==> config.mk <==
export PLATFORM = sky130hd
export DESIGN_NAME = sliding_window_receiver
export DESIGN_NICKNAME = d
export VERILOG_FILES = /design/src/design/swr_pkg.sv /design/src/design/sliding_window_receiver.sv /design/src/design/swr_ctrl.sv /design/src/design/swr_dp.sv
export SDC_FILE = /design/constraint.sdc
export NUM_CORES = 1
export LEC_CHECK = 0
export ABC_AREA = 1
export BUFFER_PORTS_ARGS = -buffer_cell sky130_fd_sc_hd__buf_4
export CORE_AREA = 2 2 167 291
export CTS_CLUSTER_DIAMETER = 100
export DETAILED_ROUTE_END_ITERATION = 10
export DIE_AREA = 0 0 169 293
export HOLD_SLACK_MARGIN = 0.15
export PLACE_DENSITY = 0.55
export SYNTH_ARGS = -nofsm -noshare
export SYNTH_HDL_FRONTEND = slang
export SYNTH_SLANG_ARGS = --single-unit
==> constraint.sdc <==
create_clock -name clk -period 8.3 [get_ports clk]
set_input_delay 1.66 -clock clk [delete_from_list [all_inputs] [get_ports clk]]
set_output_delay 1.66 -clock clk [all_outputs]
set_load 0.01 [all_outputs]
==> src/design/swr_pkg.sv <==
// Shared types and constants for the sliding window receiver.
`default_nettype none

package swr_pkg;

    // Configuration register indexes
    localparam int CFG_IDX_W = 1;
    localparam logic [CFG_IDX_W-1:0] REG_WINDOW_SIZE = 1'b0;
    localparam logic [CFG_IDX_W-1:0] REG_SEQ_COUNT   = 1'b1;

    // Register values after reset
    localparam int WINDOW_SIZE_RESET = 8;
    localparam int SEQ_COUNT_RESET   = 64;

    // Controller to datapath
    typedef struct packed {
        logic load_in;
        logic mod_step;
        logic last_step;
        logic decide;
        logic scan_step;
        logic ack_check;
        logic sweep_step;
        logic out_load;
    } swr_cmd_t;

    // Datapath to controller
    typedef struct packed {
        logic mod_busy;
        logic last_busy;
        logic is_tick;
        logic need_ack;
        logic scan_stop;
        logic latched;
        logic sweep_last;
        logic out_busy;
    } swr_stat_t;

endpackage

`default_nettype wire

==> src/design/sliding_window_receiver.sv <==
// Receiver side of a go-back-N sliding window: top level.
//
// Slave stream: one transaction per event. s_tuser = 0 marks a data packet
// (s_tdata carries seq_num and payload_empty), s_tuser = 1 an ack timeout tick.
// Master stream: exactly one result transaction per accepted event, giving
// whether an ack goes out and for which sequence number, whether the payload
// is stored or overwrites an earlier copy, and the closing flag.
// Configuration: cfg_valid/cfg_ready write window_size (index 0) or
// seq_count (index 1); write only while no event is in progress.
// Events are handled one at a time: a packet that sends no ack goes straight to
// the result, a latched ack suppresses the send and the sweep, an ack sweeps
// window_size slots, and a tick first scans the window for the first unwritten
// slot; scan and sweep visit one slot per cycle.
// Pointer reduction after a seq_count change and the last-slot search when
// the window wraps past the end of the sequence space work by repeated
// subtraction of seq_count.
// The result register lets the next event be accepted while a result waits;
// a stalled master side holds the finished event until m_tready.
// Reset empties the window, clears all slot bits and the closing flag, and
// restores window_size 8 and seq_count 64.
`default_nettype none

module sliding_window_receiver
    import swr_pkg::*;
#(
    parameter int SEQ_SPACE_MAX = 64,
    parameter int WINDOW_MAX    = 32,
    localparam int SEQ_W        = $clog2(SEQ_SPACE_MAX),
    localparam int CNT_W        = $clog2(SEQ_SPACE_MAX + 1),
    localparam int WS_W         = $clog2(WINDOW_MAX + 1),
    localparam int CFG_W        = (CNT_W > WS_W) ? CNT_W : WS_W,
    localparam int IN_W         = ((SEQ_W + 1 + 7) / 8) * 8,
    localparam int OUT_W        = ((SEQ_W + 4 + 7) / 8) * 8
)
(
    input  wire logic                 clk,
    input  wire logic                 rst_n,
    input  wire logic                 cfg_valid,
    output logic                      cfg_ready,
    input  wire logic [CFG_IDX_W-1:0] cfg_index,
    input  wire logic [CFG_W-1:0]     cfg_data,
    input  wire logic                 s_tvalid,
    output logic                      s_tready,
    input  wire logic [IN_W-1:0]      s_tdata,   // seq_num, payload_empty
    input  wire logic                 s_tuser,   // opcode
    output logic                      m_tvalid,
    input  wire logic                 m_tready,
    output logic [OUT_W-1:0]          m_tdata    // ack_send, ack_seq, store_payload,
                                                 // store_at_old_offset, closing
);

    swr_cmd_t  cmd;
    swr_stat_t stat;

    swr_ctrl u_ctrl (
        .clk      (clk),
        .rst_n    (rst_n),
        .s_tvalid (s_tvalid),
        .s_tready (s_tready),
        .stat     (stat),
        .cmd      (cmd)
    );

    swr_dp #(
        .SEQ_SPACE_MAX (SEQ_SPACE_MAX),
        .WINDOW_MAX    (WINDOW_MAX),
        .SEQ_W         (SEQ_W),
        .CNT_W         (CNT_W),
        .WS_W          (WS_W),
        .CFG_W         (CFG_W),
        .IN_W          (IN_W),
        .OUT_W         (OUT_W)
    ) u_dp (
        .clk       (clk),
        .rst_n     (rst_n),
        .cfg_valid (cfg_valid),
        .cfg_ready (cfg_ready),
        .cfg_index (cfg_index),
        .cfg_data  (cfg_data),
        .s_tdata   (s_tdata),
        .s_tuser   (s_tuser),
        .m_tvalid  (m_tvalid),
        .m_tready  (m_tready),
        .m_tdata   (m_tdata),
        .cmd       (cmd),
        .stat      (stat)
    );

endmodule

`default_nettype wire

==> src/design/swr_ctrl.sv <==
// Sequencer for the sliding window receiver: one item at a time.
`default_nettype none

module swr_ctrl
    import swr_pkg::*;
(
    input  wire logic      clk,
    input  wire logic      rst_n,
    input  wire logic      s_tvalid,
    output logic           s_tready,
    input  wire swr_stat_t stat,
    output swr_cmd_t       cmd
);

    typedef enum logic [2:0] {
        ST_IDLE,
        ST_MOD,
        ST_LAST,
        ST_DECIDE,
        ST_SCAN,
        ST_ACK,
        ST_SWEEP,
        ST_FINISH
    } state_t;

    state_t state_reg;
    state_t state_next;

    always_comb
    begin
        state_next = state_reg;
        cmd        = '0;
        unique case (state_reg)
            ST_IDLE:
            begin
                if (s_tvalid)
                begin
                    cmd.load_in = 1'b1;
                    state_next  = ST_MOD;
                end
            end
            ST_MOD:
            begin
                cmd.mod_step = 1'b1;
                if (!stat.mod_busy)
                    state_next = ST_LAST;
            end
            ST_LAST:
            begin
                cmd.last_step = 1'b1;
                if (!stat.last_busy)
                    state_next = ST_DECIDE;
            end
            ST_DECIDE:
            begin
                cmd.decide = 1'b1;
                if (stat.is_tick)
                    state_next = ST_SCAN;
                else if (stat.need_ack)
                    state_next = ST_ACK;
                else
                    state_next = ST_FINISH;
            end
            ST_SCAN:
            begin
                cmd.scan_step = 1'b1;
                if (stat.scan_stop)
                    state_next = ST_ACK;
            end
            ST_ACK:
            begin
                // a latched ack suppresses the send and the sweep
                cmd.ack_check = 1'b1;
                if (stat.latched)
                    state_next = ST_FINISH;
                else
                    state_next = ST_SWEEP;
            end
            ST_SWEEP:
            begin
                cmd.sweep_step = 1'b1;
                if (stat.sweep_last)
                    state_next = ST_FINISH;
            end
            ST_FINISH:
            begin
                if (!stat.out_busy)
                begin
                    cmd.out_load = 1'b1;
                    state_next   = ST_IDLE;
                end
            end
            default:
            begin
                state_next = ST_IDLE;
            end
        endcase
    end

    always_ff @(posedge clk or negedge rst_n)
    begin
        if (!rst_n)
            state_reg <= ST_IDLE;
        else
            state_reg <= state_next;
    end

    assign s_tready = (state_reg == ST_IDLE);

endmodule

`default_nettype wire

==> src/design/swr_dp.sv <==
// Datapath: window state, slot bits, sweep pointers and result register.
`default_nettype none

module swr_dp
    import swr_pkg::*;
#(
    parameter int SEQ_SPACE_MAX = 64,
    parameter int WINDOW_MAX    = 32,
    parameter int SEQ_W         = $clog2(SEQ_SPACE_MAX),
    parameter int CNT_W         = $clog2(SEQ_SPACE_MAX + 1),
    parameter int WS_W          = $clog2(WINDOW_MAX + 1),
    parameter int CFG_W         = (CNT_W > WS_W) ? CNT_W : WS_W,
    parameter int IN_W          = ((SEQ_W + 1 + 7) / 8) * 8,
    parameter int OUT_W         = ((SEQ_W + 4 + 7) / 8) * 8
)
(
    input  wire logic                 clk,
    input  wire logic                 rst_n,
    input  wire logic                 cfg_valid,
    output logic                      cfg_ready,
    input  wire logic [CFG_IDX_W-1:0] cfg_index,
    input  wire logic [CFG_W-1:0]     cfg_data,
    input  wire logic [IN_W-1:0]      s_tdata,
    input  wire logic                 s_tuser,
    output logic                      m_tvalid,
    input  wire logic                 m_tready,
    output logic [OUT_W-1:0]          m_tdata,
    input  wire swr_cmd_t             cmd,
    output swr_stat_t                 stat
);

    localparam int R_W = $clog2(SEQ_SPACE_MAX + WINDOW_MAX);
    localparam int WS_RST  = (WINDOW_MAX < WINDOW_SIZE_RESET) ? WINDOW_MAX : WINDOW_SIZE_RESET;
    localparam int CNT_RST = (SEQ_SPACE_MAX < SEQ_COUNT_RESET) ? SEQ_SPACE_MAX
                                                                 : SEQ_COUNT_RESET;

    // configuration
    logic [WS_W-1:0]  ws_cfg_reg;
    logic [CNT_W-1:0] cnt_cfg_reg;
    logic [WS_W-1:0]  eff_ws;
    logic [CNT_W-1:0] eff_cnt;

    // window state
    logic [SEQ_W-1:0]         start_reg, start_next;
    logic [SEQ_W-1:0]         exp_reg, exp_next;
    logic                     latched_reg, latched_next;
    logic                     close_reg, close_next;
    logic [SEQ_SPACE_MAX-1:0] written_reg, written_next;
    logic [SEQ_SPACE_MAX-1:0] acked_reg, acked_next;

    // per-item working registers
    logic             opcode_reg, opcode_next;
    logic [SEQ_W-1:0] sn_reg, sn_next;
    logic             empty_reg, empty_next;
    logic [R_W-1:0]   wrap_reg, wrap_next;
    logic [SEQ_W-1:0] p_reg, p_next;
    logic [SEQ_W-1:0] ah_reg, ah_next;
    logic [WS_W-1:0]  k_reg, k_next;
    logic [SEQ_W-1:0] acked_sn_reg, acked_sn_next;
    logic             ack_reg, ack_next;
    logic             store_reg, store_next;
    logic             old_reg, old_next;

    // result register
    logic             out_valid_reg, out_valid_next;
    logic [OUT_W-1:0] out_data_reg, out_data_next;

    // decision terms
    logic [CNT_W-1:0] d_sn, d_ex;
    logic [SEQ_W-1:0] last_sn;
    logic             sn_valid, behind, done_slot, in_order, accept_pkt;

    function automatic logic [SEQ_W-1:0] seq_inc(input logic [SEQ_W-1:0] v,
                                                 input logic [CNT_W-1:0] c);
        logic [CNT_W-1:0] s;
        s = CNT_W'(v) + CNT_W'(1);
        return (s == c) ? '0 : SEQ_W'(s);
    endfunction

    function automatic logic [SEQ_W-1:0] seq_dec(input logic [SEQ_W-1:0] v,
                                                 input logic [CNT_W-1:0] c);
        logic [CNT_W-1:0] s;
        s = (v == '0) ? (c - CNT_W'(1)) : (CNT_W'(v) - CNT_W'(1));
        return SEQ_W'(s);
    endfunction

    always_comb
    begin
        if (ws_cfg_reg == '0)
            eff_ws = WS_W'(1);
        else if (ws_cfg_reg > WS_W'(WINDOW_MAX))
            eff_ws = WS_W'(WINDOW_MAX);
        else
            eff_ws = ws_cfg_reg;

        if (cnt_cfg_reg < CNT_W'(2))
            eff_cnt = CNT_W'(2);
        else if (cnt_cfg_reg > CNT_W'(SEQ_SPACE_MAX))
            eff_cnt = CNT_W'(SEQ_SPACE_MAX);
        else
            eff_cnt = cnt_cfg_reg;
    end

    // packet classification; valid once start/expected are reduced
    always_comb
    begin
        last_sn    = wrap_reg[SEQ_W-1:0];
        sn_valid   = CNT_W'(sn_reg) < eff_cnt;
        d_sn       = CNT_W'(sn_reg) - CNT_W'(start_reg);
        if (sn_reg < start_reg)
            d_sn = d_sn + eff_cnt;
        d_ex       = CNT_W'(exp_reg) - CNT_W'(start_reg);
        if (exp_reg < start_reg)
            d_ex = d_ex + eff_cnt;
        in_order   = (sn_reg == exp_reg);
        behind     = !in_order && (d_sn < d_ex);
        done_slot  = written_reg[sn_reg] && acked_reg[sn_reg];
        accept_pkt = sn_valid && !behind && !done_slot;
    end

    always_comb
    begin
        stat.mod_busy   = (CNT_W'(start_reg) >= eff_cnt) || (CNT_W'(exp_reg) >= eff_cnt);
        stat.last_busy  = wrap_reg >= R_W'(eff_cnt);
        stat.is_tick    = opcode_reg;
        stat.need_ack   = accept_pkt && (!in_order || empty_reg || sn_reg == last_sn);
        stat.scan_stop  = (k_reg == eff_ws) || !written_reg[p_reg];
        stat.latched    = latched_reg;
        stat.sweep_last = (k_reg + WS_W'(1)) == eff_ws;
        stat.out_busy   = out_valid_reg && !m_tready;
    end

    always_comb
    begin
        start_next    = start_reg;
        exp_next      = exp_reg;
        latched_next  = latched_reg;
        close_next    = close_reg;
        written_next  = written_reg;
        acked_next    = acked_reg;
        opcode_next   = opcode_reg;
        sn_next       = sn_reg;
        empty_next    = empty_reg;
        wrap_next     = wrap_reg;
        p_next        = p_reg;
        ah_next       = ah_reg;
        k_next        = k_reg;
        acked_sn_next = acked_sn_reg;
        ack_next      = ack_reg;
        store_next    = store_reg;
        old_next      = old_reg;

        if (cmd.load_in)
        begin
            opcode_next = s_tuser;
            sn_next     = s_tdata[SEQ_W-1:0];
            empty_next  = s_tdata[SEQ_W];
            ack_next    = 1'b0;
            store_next  = 1'b0;
            old_next    = 1'b0;
        end

        // bring window pointers into the current sequence space
        if (cmd.mod_step)
        begin
            if (CNT_W'(start_reg) >= eff_cnt)
                start_next = SEQ_W'(CNT_W'(start_reg) - eff_cnt);
            if (CNT_W'(exp_reg) >= eff_cnt)
                exp_next = SEQ_W'(CNT_W'(exp_reg) - eff_cnt);
            if (!stat.mod_busy)
                wrap_next = R_W'(start_reg) + R_W'(eff_ws) - R_W'(1);
        end

        // last slot of the window by repeated subtraction
        if (cmd.last_step && stat.last_busy)
            wrap_next = wrap_reg - R_W'(eff_cnt);

        if (cmd.decide)
        begin
            if (opcode_reg)
            begin
                latched_next = 1'b0;
                p_next       = start_reg;
                k_next       = '0;
            end
            else if (accept_pkt)
            begin
                if (in_order)
                begin
                    latched_next         = 1'b0;
                    written_next[sn_reg] = 1'b1;
                    acked_sn_next        = sn_reg;
                    if (empty_reg)
                        close_next = 1'b1;
                    else
                    begin
                        store_next = 1'b1;
                        old_next   = written_reg[sn_reg];
                        exp_next   = seq_inc(sn_reg, eff_cnt);
                    end
                end
                else
                    acked_sn_next = seq_dec(exp_reg, eff_cnt);
            end
        end

        // walk to the first unwritten slot
        if (cmd.scan_step)
        begin
            if (stat.scan_stop)
                acked_sn_next = seq_dec(p_reg, eff_cnt);
            else
            begin
                p_next = seq_inc(p_reg, eff_cnt);
                k_next = k_reg + WS_W'(1);
            end
        end

        if (cmd.ack_check && !latched_reg)
        begin
            p_next  = start_reg;
            ah_next = seq_inc(last_sn, eff_cnt);
            k_next  = '0;
        end

        // one slot per cycle; the clear one window ahead wins on overlap
        if (cmd.sweep_step)
        begin
            acked_next[p_reg]    = written_reg[p_reg];
            acked_next[ah_reg]   = 1'b0;
            written_next[ah_reg] = 1'b0;
            p_next  = seq_inc(p_reg, eff_cnt);
            ah_next = seq_inc(ah_reg, eff_cnt);
            k_next  = k_reg + WS_W'(1);
            if (stat.sweep_last)
            begin
                latched_next = 1'b1;
                start_next   = seq_inc(acked_sn_reg, eff_cnt);
                exp_next     = seq_inc(acked_sn_reg, eff_cnt);
                ack_next     = 1'b1;
            end
        end
    end

    always_comb
    begin
        out_valid_next = out_valid_reg;
        out_data_next  = out_data_reg;
        if (m_tready)
            out_valid_next = 1'b0;
        if (cmd.out_load)
        begin
            out_valid_next            = 1'b1;
            out_data_next             = '0;
            out_data_next[0]          = ack_reg;
            out_data_next[SEQ_W:1]    = ack_reg ? acked_sn_reg : '0;
            out_data_next[SEQ_W+1]    = store_reg;
            out_data_next[SEQ_W+2]    = old_reg;
            out_data_next[SEQ_W+3]    = close_reg;
        end
    end

    always_ff @(posedge clk or negedge rst_n)
    begin
        if (!rst_n)
        begin
            ws_cfg_reg    <= WS_W'(WS_RST);
            cnt_cfg_reg   <= CNT_W'(CNT_RST);
            start_reg     <= '0;
            exp_reg       <= '0;
            latched_reg   <= 1'b0;
            close_reg     <= 1'b0;
            written_reg   <= '0;
            acked_reg     <= '0;
            out_valid_reg <= 1'b0;
        end
        else
        begin
            if (cfg_valid && cfg_index == REG_WINDOW_SIZE)
                ws_cfg_reg <= cfg_data[WS_W-1:0];
            if (cfg_valid && cfg_index == REG_SEQ_COUNT)
                cnt_cfg_reg <= cfg_data[CNT_W-1:0];
            start_reg     <= start_next;
            exp_reg       <= exp_next;
            latched_reg   <= latched_next;
            close_reg     <= close_next;
            written_reg   <= written_next;
            acked_reg     <= acked_next;
            out_valid_reg <= out_valid_next;
        end
    end

    always_ff @(posedge clk)
    begin
        opcode_reg   <= opcode_next;
        sn_reg       <= sn_next;
        empty_reg    <= empty_next;
        wrap_reg     <= wrap_next;
        p_reg        <= p_next;
        ah_reg       <= ah_next;
        k_reg        <= k_next;
        acked_sn_reg <= acked_sn_next;
        ack_reg      <= ack_next;
        store_reg    <= store_next;
        old_reg      <= old_next;
        out_data_reg <= out_data_next;
    end

    assign cfg_ready = 1'b1;
    assign m_tvalid  = out_valid_reg;
    assign m_tdata   = out_data_reg;

endmodule

`default_nettype wire

; ---- Word-level counts from Yosys, hierarchy flattened
; Index checks and enable logic that the tools add are counted.
[totals]
regBits = 211
word_cells = 229
[op_classes]
n_addsub = 18
order_cmp = 16
n_eq_ne = 23
n_mux = 110
bitwise_logic = 6
n_reduce_logical = 33
[op_table]
columns = operator, n
row1 = 64-bit 2-to-1 mux, 5
row2 = 6-bit 2-to-1 mux, 42
row3 = 64-bit AND, 2
row4 = 64-bit bitwise mux, 1
row5 = 64-bit NOT, 1
row6 = 64-bit OR, 1
row7 = 7-bit 2-to-1 mux, 7
row8 = 1-bit 2-to-1 mux, 40
row9 = "6-bit by 1-bit adder with 7-bit output, second input constant", 5
row10 = 7-bit == test, 5
row11 = 6-bit == test, 4
row12 = 3-bit one-hot mux with 8 select lines, 1
row13 = "6-bit by 7-bit less-than comparator with 1-bit output, second input constant", 3
row14 = 1-bit binary-select mux with 6-bit select, 3
row15 = 1-bit demux with 6-bit select, 3
row16 = "6-bit by 1-bit >= comparator with 1-bit output, second input constant", 3
row17 = 6-bit logical NOT, 3
row18 = 3-bit 2-to-1 mux, 6
row19 = "6-bit by 1-bit subtractor with 6-bit output, second input constant", 3
row20 = 7-bit adder, 2
row21 = 6-bit by 7-bit >= comparator with 1-bit output, 2
row22 = 6-bit by 6-bit subtractor with 7-bit output, 2
row23 = 1-bit logical AND, 13
row24 = "3-bit == test, second input constant", 4
row25 = other kinds (25), 45

; ---- Logic depth before layout (Yosys ltp)
[depth]
ltp_word = 15
ltp_mapped = 31
ltp_nobuf = 29

; ---- Cells and area by module
; From an unflattened synthesis, not the netlist that was laid out.
[unflattened]
hier_cells = 2459
area_unflattened_um2 = 16529.6
[modules_own_cells]
columns = module, n_inst, cells_per_inst, area_each_um2, seq_area_each_um2
row1 = swr_dp, 1, 2407, 16171.8, 5257.5
row2 = swr_ctrl, 1, 52, 357.8, 75.1

; ---- Worst setup path before layout
; OpenSTA, ideal clock, no wires.
[synth_path]
path_kind = register to register
from = reg u_dp.sn_reg[0]
to = reg u_dp.acked_sn_reg[4]
arrival_ns = 4.183
setup_slack_ns = 3.997
stages_incl_launch_ff = 31
path_buffers = 3
period_less_slack_ns = 4.303
path_cell_list = edfxtp_1 > buf_4 > buf_6 > inv_2 > ha_1 > inv_1 > fa_1 > nand2_1 > inv_1 > o21ai_0 > nand2_1 > or2_2 > nand2_1 > inv_1 > ha_1 > a21oi_1 > nor2_1 > o21ai_0 > nand3_1 > xnor2_1 > ha_1 > nand2_1 > o21ai_0 > nor3_1 > nand2_1 > nand3_4 > nor2_4 > buf_2 > nand2_1 > o211ai_1 > nand2_1
[synth_via]
elab_chain_len = 13
[synth_lines]
columns = item, line_no
row1 = "start, declared", swr_dp.sv:53  ; logic [SEQ_W-1:0] sn_reg, sn_next;
row2 = "start signal, assigned", swr_dp.sv:296  ; sn_reg <= sn_next;
row3 = 6-bit by 6-bit subtractor with 7-bit output, swr_dp.sv:109  ; d_sn = CNT_W'(sn_reg) - CNT_W'(start_reg);
row4 = 7-bit adder, swr_dp.sv:111  ; d_sn = d_sn + eff_cnt;
row5 = 7-bit 2-to-1 mux, swr_dp.sv:110  ; if (sn_reg < start_reg)
row6 = 7-bit less-than comparator, swr_dp.sv:116  ; behind = !in_order && (d_sn < d_ex);
row7 = 1-bit logical AND, swr_dp.sv:116
row8 = 1-bit logical NOT, swr_dp.sv:118  ; accept_pkt = sn_valid && !behind && !done_slot;
row9 = 1-bit logical AND (2 in series), swr_dp.sv:118
row10 = 6-bit 2-to-1 mux *, swr_dp.sv:186  ; else if (accept_pkt)
row11 = 6-bit 2-to-1 mux *, swr_dp.sv:180  ; if (opcode_reg)
row12 = 6-bit 2-to-1 mux *, swr_dp.sv:178  ; if (cmd.decide)
row13 = 6-bit 2-to-1 mux, swr_dp.sv:210  ; if (stat.scan_stop)
row14 = 6-bit 2-to-1 mux *, swr_dp.sv:208  ; if (cmd.scan_step)
row15 = via u_dp.acked_sn_next[4], swr_dp.sv:59  ; logic [SEQ_W-1:0] acked_sn_reg, acked_sn_next;
row16 = "end signal, assigned", swr_dp.sv:302  ; acked_sn_reg <= acked_sn_next;
row17 = "end, declared", swr_dp.sv:59
; Mark *: on every way through the listed nets, which the timed path passes. The rest lies on a longest branch. The select of a mux whose other input is x is not followed.
; A chain may end at the register's enable or synchronous reset.

; ---- Worst setup path after layout
[layout_path]
from = reg u_dp.sn_reg[0]
to = reg u_dp.written_reg[28]
[layout_via]
elab_chain_len = 13
[layout_lines]
columns = item, line_no
row1 = 6-bit by 6-bit subtractor with 7-bit output, swr_dp.sv:109
row2 = 7-bit adder, swr_dp.sv:111
row3 = 7-bit 2-to-1 mux, swr_dp.sv:110
row4 = 7-bit less-than comparator, swr_dp.sv:116
row5 = 1-bit logical AND, swr_dp.sv:116
row6 = 1-bit logical NOT, swr_dp.sv:118
row7 = 1-bit logical AND (2 in series), swr_dp.sv:118
row8 = 64-bit 2-to-1 mux *, swr_dp.sv:186
row9 = 64-bit 2-to-1 mux *, swr_dp.sv:180
row10 = 64-bit 2-to-1 mux *, swr_dp.sv:178
row11 = 64-bit AND (no source line), -
row12 = 64-bit 2-to-1 mux *, swr_dp.sv:227  ; if (cmd.sweep_step)
row13 = via u_dp.written_next[28], swr_dp.sv:48  ; logic [SEQ_SPACE_MAX-1:0] written_reg, written_next;
row14 = "end signal, assigned", swr_dp.sv:287  ; written_reg <= written_next;
row15 = "end, declared", swr_dp.sv:48
; Marks and branches as above.

==> results.toml <==
[run_status]
status = "finished, final reports clean"

[detailed_routing]
drt_iter0_drc = 1174
viasPerCell = 5.56
postRouteAntennaNets = 0
wl_per_cell_um = 20.7
dr.pass1.iters = 5
vias = 16549
drc = 0
wirelength_mm = 61.6

[timing]
whs_ns = 0.436
setup_viol = 0
grt_setup_unrepaired = "false"
final_max_slew_viol_count = 0
setup_tns_ns = 0
worst_clock_skew_ns = 0.0222
finalCriticalPeriod_ns = 5.69
min_period_over_period_pct = 68.6
worst_slew_pin_slew_ns = 1.31
relSlewSlack_pct = 12.3
max_freq_mhz = 176
finalHoldViolations = 0

[yosys]
synth-seq-area-share_pct = 32.6
yosys.area_share.adder_pct = 6.65
synth_mux_area_share_pct = 0.184
yosys_warnings = 0
avgSynthCellArea_um2 = 6.83
synth_edf_count = 31
synth_flop_cell = "dfrtp_1"
async_reset_ff_share_pct = 75.4
synth_compound_area_share_pct = 16.3
synth_simple_gate_area_share_pct = 29.4
synth.distinct_cells = 54
synth-xor-area-share_pct = 4.56
synth_area_um2 = 16300
netlist_instances = 2393
synth_top_family_by_area = "simple AND/OR/NAND/NOR gates"
ys_ff_latch = 211

[floorplanning]
start_util_pct = 34.7
rows = 105
chipHeight_um = 293
fp.dieW_um = 169
io_pins = 41
coreArea_um2 = 47000
fp.dieArea_um2 = 49500

[cts]
numCtsBuffers = 23
postCtsHoldBufs = 0
post-cts-setup-buffers = 0
cts_buffer_depth = 3
path_clk_slew_ns = 0.06
clk_latency_ns = 0.55
htreeDepth = 1
cts_resized = 0
cts_root_buf = "clkbuf_16"
clock_sinks = 211
cts_tree = "yes"

[pwr]
cellLeakagePower_uw = 0.00800
p_per_area_nw_per_um2 = 347
power_uw = 6170
ir_drop_uv = 413

[global_route]
grt_pass1_wl_mm = 94.3
grt.busiest_layer = "met2"
track_usage_pct = 24.8
use_met3_pct = 2.73
grtUsageMet2_pct = 44.0
gr-total-overflow = 0
grt_max_degree = 100
antenna_found_initial = 0
grt_pass1_vias = 16525
grt.met1_usage_pct = 25.6

[finish]
n_antenna_cell = 0
nets = 2477
drive_above_1_share_pct = 6.11
areaGrowthSynthToFinish_pct = 8.96

[worst_setup_path]
start_kind = "flop"
slowest_delay_ns = 0.59
worstPathRequired_ns = 8.75
crit_path_end_kind = "flop"
cp_slowest_cell = "nor2_4"
arrival_ns = 6.15
crit_path_frequent_cell = "nand2_1"
crit_type = "reg -> reg"
cp_max_fo = 66

[placed_design]
io_buffers = 32
place_hpwl_mm = 43.5
gp_congestion = 0.936

[worst_hold_path]
hold_path_class = "reg -> reg"

[flow_run]
drv_cap = 0
## worst max-delay path, delay by kind of cell (launching register included)
| family | cells | cell delay, ns |
|---|---|---|
| compound gates | 5 | 0.82 |
| xor+xnor | 1 | 0.15 |
| flops | 1 | 0.35 |
| simple gates | 12 | 1.78 |
| fa+ha+maj | 4 | 1.20 |
| buf+inv | 6 | 1.22 |
## routing by layer
layer,part of all wire (%),vias to the layer above
met4,11,0
met1,35,7785
met3,5.4,262
li1,-,7859
met5,0,-
met2,49,643
## power breakdown
group / total (uW) / leakage [uW] / switching (uW) / internal [uW]
combinational: 3490 / 0.00502 / 2340 / 1150
clock: 1060 / 0.000371 / 471 / 593
sequential: 1620 / 0.00261 / 288 / 1330
total: 6170 / 0.00800 / 3090 / 3080
## placed cells by master (no fill, tap or decap), types with 66 or more instances in the layout
cell type / instances
xor2_1: 66
nand4_1: 79
o21ai_0: 113
ha_1: 74
nand2_1: 727
nand3_1: 70
a21oi_1: 118
o21ai_1: 66
nor2_1: 239
inv_1: 274
dfrtp_1: 157
## area by class of cell
type                    count  area (um^2)
repair buffers             60          467
fillers                  5061        29200
flip-flops and latches    211         5330
multi-input cells        1789         9430
clock buffers              27          611
well taps                 588          736
clock inverters            15          140
inverters                 288         1080
## synthesized netlist by cell type, drive strengths merged, types with 3 or more instances
cell type	instances	area, um^2
a21oi	119	599
a22oi	11	82.6
a31o	4	35.0
a31oi	4	31.3
buf	65	415
clkbuf	45	169
clkinv	4	15.0
dfrtp	157	3930
dfxtp	21	420
edfxtp	31	931
fa	8	160
ha	74	926
inv	284	1070
mux2i	3	30.0
nand2	729	2740
nand3	72	378
nand3b	4	30.0
nand4	79	494
nor2	245	940
nor3	30	170
o2111ai	63	552
o211ai	19	143
o21ai	179	896
o21bai	5	37.5
o22ai	26	163
o32ai	6	52.6
or2	4	25.0
xnor2	19	166
xor2	66	578
## metrics by stage
step           setup WS, ns  util (%)  cell area, um^2  instances
2_1_floorplan          4.00         -            16400       2398
3_3_place_gp           2.68      36.2            17000       2936
5_1_grt                2.14      37.8            17800       2978
6_report               2.61      37.8            17800       2978
3_5_place_dp           2.69      36.2            17000       2936
4_1_cts                2.66      37.8            17800       2978
## kinds of logic after synthesis
family,Yosys count
mux,3
other cells,2
flops,211
xor+xnor,85
buf+inv,398
compound gates,445
fa+ha+maj,82
simple gates,1167
## path summary, 6_finish.rpt
| check | to | start | slack [ns] | cells past startpoint |
|---|---|---|---|---|
| worst min-delay path | u_dp.m_tdata[7] | u_dp.store_reg | 0.44 | 0 |
| worst min register to register | u_dp.m_tdata[7] | u_dp.store_reg | 0.44 | 0 |
| min in group asynchronous | u_dp.ws_cfg_reg[0] | rst_n | 1.18 | 1 |
| worst max register to register | u_dp.written_reg[28] | u_dp.sn_reg[0] | 2.61 | 28 |
| max in group asynchronous | u_dp.written_reg[9] | rst_n | 5.95 | 2 |
| worst max-delay path | u_dp.written_reg[28] | u_dp.sn_reg[0] | 2.61 | 28 |
Power figures use the tool's default switching activity.
